**src/rtl/ftba_pkg.sv**
```systemverilog
// Shared constants, codes and control types of the frame tag bitmap allocator.
package ftba_pkg;

   // Default sizing handed to the top level
   localparam int DEF_NUM_IDS     = 1024;
   localparam int DEF_WORD_BITS   = 32;
   localparam int DEF_HANDLE_BITS = 64;

   // Fixed field widths of the request and response ports
   localparam int ACTION_BITS       = 2;
   localparam int ID_FIELD_BITS     = 10;
   localparam int HANDLE_FIELD_BITS = 64;
   localparam int STATUS_BITS       = 2;

   // Number of per-word full flags examined in one scan cycle
   localparam int SCAN_CHUNK   = 32;
   localparam int SCAN_CHUNK_W = 5;

   // Request actions
   localparam logic [ACTION_BITS-1:0] ACT_ASSIGN = 2'd0;
   localparam logic [ACTION_BITS-1:0] ACT_FREE   = 2'd1;
   localparam logic [ACTION_BITS-1:0] ACT_LOOKUP = 2'd2;
   // Spare action code, answered as a miss
   localparam logic [ACTION_BITS-1:0] ACT_UNUSED = 2'd3;

   // Response status codes
   localparam logic [STATUS_BITS-1:0] ST_OK   = 2'd0;
   localparam logic [STATUS_BITS-1:0] ST_FULL = 2'd1;
   localparam logic [STATUS_BITS-1:0] ST_MISS = 2'd2;

   // Commands from the controller to the datapath
   typedef struct packed {
      logic accept;     // capture request fields
      logic clear;      // clear one bitmap word
      logic scan;       // examine one chunk of full flags
      logic mark;       // claim lowest free ID of the found word
      logic decode;     // split the ID and read bitmap and handle
      logic check;      // finish a free or lookup
      logic resp_full;  // answer with pool full
      logic resp_miss;  // answer with ID not assigned
   } ftba_cmd_type;

   // Status from the datapath to the controller
   typedef struct packed {
      logic clear_done;
      logic pool_full;
      logic scan_found;
      logic scan_last;
   } ftba_stat_type;

endpackage

```
**src/rtl/ftba_ctrl.sv**
```systemverilog
// Controller state machine of the frame tag bitmap allocator.
module ftba_ctrl (
   input  logic                                 clock,
   input  logic                                 reset,
   input  logic                                 start,
   input  logic [ftba_pkg::ACTION_BITS-1:0]     req_action,
   input  ftba_pkg::ftba_stat_type              stat,
   output ftba_pkg::ftba_cmd_type               cmd,
   output logic                                 busy
);
   import ftba_pkg::*;

   typedef enum logic [5:0] {
      S_CLEAR  = 6'b000001,
      S_IDLE   = 6'b000010,
      S_SCAN   = 6'b000100,
      S_MARK   = 6'b001000,
      S_DECODE = 6'b010000,
      S_CHECK  = 6'b100000
   } state_type;

   state_type state_ff, state_in;

   // Decode state and status into datapath commands
   always_comb begin
      state_in = state_ff;
      cmd      = '0;
      unique case (state_ff)
         S_CLEAR: begin
            cmd.clear = 1'b1;
            if (stat.clear_done) begin
               state_in = S_IDLE;
            end
         end
         S_IDLE: begin
            if (start) begin
               cmd.accept = 1'b1;
               unique case (req_action) inside
                  ACT_ASSIGN: begin
                     if (stat.pool_full) begin
                        cmd.resp_full = 1'b1;
                     end else begin
                        state_in = S_SCAN;
                     end
                  end
                  ACT_FREE, ACT_LOOKUP: begin
                     state_in = S_DECODE;
                  end
                  default: begin
                     cmd.resp_miss = 1'b1;
                  end
               endcase
            end
         end
         S_SCAN: begin
            if (stat.scan_found) begin
               cmd.scan = 1'b1;
               state_in = S_MARK;
            end else if (stat.scan_last) begin
               cmd.resp_full = 1'b1;
               state_in      = S_IDLE;
            end else begin
               cmd.scan = 1'b1;
            end
         end
         S_MARK: begin
            cmd.mark = 1'b1;
            state_in = S_IDLE;
         end
         S_DECODE: begin
            cmd.decode = 1'b1;
            state_in   = S_CHECK;
         end
         S_CHECK: begin
            cmd.check = 1'b1;
            state_in  = S_IDLE;
         end
         default: begin
            state_in = S_IDLE;
         end
      endcase
   end

   // Advance state; start with the bitmap clearing pass
   always_ff @(posedge clock) begin
      if (reset) begin
         state_ff <= S_CLEAR;
      end else begin
         state_ff <= state_in;
      end
   end

   assign busy = (state_ff != S_IDLE);

endmodule

```
**config.mk**
```make
export PLATFORM = sky130hd
export DESIGN_NAME = ftba_ctrl
export DESIGN_NICKNAME = d
export VERILOG_FILES = /design/src/rtl/ftba_pkg.sv /design/src/rtl/ftba_ctrl.sv
export SDC_FILE = /design/constraint.sdc
export NUM_CORES = 1
export LEC_CHECK = 0
export BUFFER_PORTS_ARGS = -buffer_cell sky130_fd_sc_hd__buf_2
export CORE_AREA = 4 4 41 43
export DETAILED_ROUTE_END_ITERATION = 7
export DIE_AREA = 0 0 45 47
export GPL_TIMING_DRIVEN = 0
export HOLD_SLACK_MARGIN = 0.08
export SLEW_MARGIN = 20
export SYNTH_ARGS = -nofsm -noshare
export SYNTH_HDL_FRONTEND = slang
export SYNTH_SLANG_ARGS = --single-unit
```
**constraint.sdc**
```tcl
create_clock -name clock -period 2 [get_ports clock]
set_input_delay 0.1 -clock clock [delete_from_list [all_inputs] [get_ports clock]]
set_output_delay 0.1 -clock clock [all_outputs]
set_load 0.01 [all_outputs]
```
==> flow_metrics.tcl <==
set metrics [dict create \
    outcome "finished clean" \
    largest_reg_flops 6 \
    relSlewSlack 0.753 \
    cp.arrival_ns 1.71 \
    start_util 0.324 \
    synth_cell_type_count 28 \
    cts_made_buffers 3 \
    path_delay_family "simple AND/OR/NAND/NOR gates" \
    synth_xor_area_frac 0 \
    grt_max_degree 8 \
    largest_register "state_ff" \
    critPathRequiredTime_ns 1.90 \
    syn_inst 46 \
    max_stage_delay_ns 0.40 \
    h-tree-depth 1 \
    fmax_ghz 0.551 \
    p_leak_nw 0.299 \
    post_drt_via_cell_ratio 5.16 \
    synth-compound-area-share 0.163 \
    drc 0 \
    largestRegisters "state_ff: 6 flops" \
    min_path_type "input pin to flip-flop" \
    min_path_cells 3 \
    hold_violations 0 \
    cp-start-kind "flip-flop" \
    reg2reg_to "state_ff[1]$_SDFFE_PP0P_" \
    rows 13 \
    overflow 0 \
    cts_tree "done" \
    clk_latency_ns 0.25 \
    drive_gt1_frac 0.463 \
    instances_no_fill 82 \
    reg2reg_from "state_ff[0]$_SDFFE_PP1P_" \
    path_clk_slew_ns 0.05 \
    cp-end-kind "output pin" \
    synthMuxAreaShare 0 \
    synth_top_family_by_area "simple AND/OR/NAND/NOR gates" \
    dieArea_um2 2120 \
    path_depth 5 \
    finalSetupViolCount 0 \
    drtIter0Drc 7 \
    die_y_um 47 \
    setup_tns_ns 0 \
    wire_per_inst_um 11.9 \
    antenna_found_initial 0 \
    vias 423 \
    rrSetupSlack_ns 0.35 \
    wirelength_um 973 \
    syn-cell-area_um2 422 \
    grt_pass1_wl_mm 1.56 \
    port_buffers 17 \
    fin_crit_sh 0.907 \
    antenna_left 0 \
    synthAdderAreaFrac 0.0593 \
    crit_type "flip-flop to output pin" \
    cts_sinks 6 \
    core-area_um2 1300 \
    clockRootBuffer "clkbuf_4" \
    grt_pass1_vias 383 \
    crit_path_start "state_ff[3]$_SDFFE_PP0P_" \
    post_cts_buffers 0 \
    ys_seq_area_frac 0.285 \
    gp_congestion 0.791 \
    peakVddDrop_uv 386 \
    final_cell_mix "17 x buf_2, 6 x dfxtp_1, 5 x inv_1" \
    die_w_um 45 \
    path_cells "nor4_4 -> and3b_2 -> and2_1 -> a31o_2 -> buf_2" \
    slowest_stage "nor4_4" \
    synth-simple-area-share 0.439 \
    antenna_cells 0 \
    skew_ns 0.00763 \
    fin_crit_ns 1.81 \
    ys_ff_latch 6 \
    critPathMaxFanout 5 \
    drt-pass1-iter-count 4 \
    dp.cells 78 \
    syn_to_final_growth_pct 35.9 \
    hold_path.startpoint "stat[1]" \
    reg2reg_depth 4 \
    track_usage 0.107 \
    clock_path_buffers 2 \
    cp_num_buf_inv 1 \
    rsz0062_at_grt "no" \
    maxCapViolations 0 \
    slew_viol_final 0 \
    layout.nets 80 \
    pwr_density_cell_nw_per_um2 564 \
    final_common_cell "buf_2" \
    crit_end "cmd[1]" \
    syn_nets 57 \
    syn_avg_cell_area_um2 9.17 \
    yosysWarnings 0 \
    ioPinCount 18 \
    tightest_slew_ns 0.367 \
    post-dp-hpwl_um 790 \
]
worst min-delay path by stage:
| stage | end | slack, ns |
|---|---|---|
| final | state_ff[3]$_SDFFE_PP0P_ | 0.14 |
| after global routing | state_ff[3]$_SDFFE_PP0P_ | 0.13 |
| after CTS | state_ff[3]$_SDFFE_PP0P_ | 0.13 |
| after detailed placement | state_ff[5]$_SDFFE_PP0P_ | 0.35 |
| after global placement | state_ff[5]$_SDFFE_PP0P_ | 0.35 |
| after floorplan | state_ff[5]$_SDFFE_PP0P_ | 0.18 |
metal layers:
metal / part of all wire / wire length [um] / track usage / up-vias
met3: 0.074 / 72 / 0.0575 / 2
met2: 0.47 / 460 / 0.144 / 10
met4: 0.0082 / 8 / 0.0526 / 0
met5: 0 / 0 / 0 / -
li1: - / - / - / 219
met1: 0.44 / 431 / 0.137 / 192
where the power goes:
part | switching [mW] | internal [mW] | leakage, nW
Clock | 0.0438 | 0.0679 | 0.0138
Combinational | 0.0376 | 0.0384 | 0.236
Sequential | 0.00951 | 0.126 | 0.0491
logic make-up (layout without fill, tap and decap cells):
group | Yosys count | in the layout
flops | 6 | 6
compound gates | 8 | 8
simple gates | 24 | 24
buf+inv | 6 | 27
fa+ha+maj | 2 | 2
worst min-delay path: stages:
cell,delay (ns)
buf_2,0.12
inv_1,0.07
nor4_1,0.05
Yosys cell counts:
cell type / count / area, um2
and2_1: 1 / 6.26
a31oi_1: 1 / 6.26
and3b_2: 2 / 20.0
inv_1: 5 / 18.8
nand2_1: 1 / 3.75
a21oi_1: 1 / 5.00
a21bo_2: 1 / 10.0
o211a_1: 1 / 10.0
ha_1: 2 / 25.0
nor2_1: 3 / 11.3
nor4_2: 1 / 12.5
nand4b_1: 1 / 8.76
nand3_1: 3 / 15.0
and2b_2: 1 / 8.76
o311a_1: 1 / 10.0
nor4_1: 2 / 12.5
a31o_2: 1 / 8.76
nor3b_4: 1 / 18.8
and3_1: 1 / 6.26
and3b_1: 1 / 8.76
nor3b_1: 3 / 22.5
nor3_2: 1 / 10.0
or4_4: 1 / 11.3
nor4b_1: 1 / 8.76
a41o_1: 1 / 10.0
dfxtp_1: 6 / 120
inv_2: 1 / 3.75
a311oi_1: 1 / 8.76
cell type report:
cell class                      instances  area (um2)
Sequential cell                         6         120
Fill cell                             142         728
Tap cell                               15        18.8
Timing Repair Buffer                   18        95.1
Multi-Input combinational cell         34         294
Clock buffer                            3        22.5
Inverter                                6        22.5
stage by stage:
step	hold slack, ns	power (mW)	utilization	worst slack (ns)	cell area [um2]
2_1_floorplan	0.176	0.183	-	0.382	422
3_3_place_gp	0.349	0.210	0.404	0.341	526
3_5_place_dp	0.346	0.209	0.404	0.349	526
4_1_cts	0.131	0.329	0.429	0.0946	558
5_1_grt	0.133	0.350	0.440	0.0254	573
6_report	0.142	0.323	0.440	0.185	573
repair_timing:
action,in CTS,in global routing
hold buffers,1,0
endpoints found under the hold margin,1,0
resized for setup,0,2
setup endpoints to repair,0,1
No activity file was read; power rests on OpenSTA's default activity.
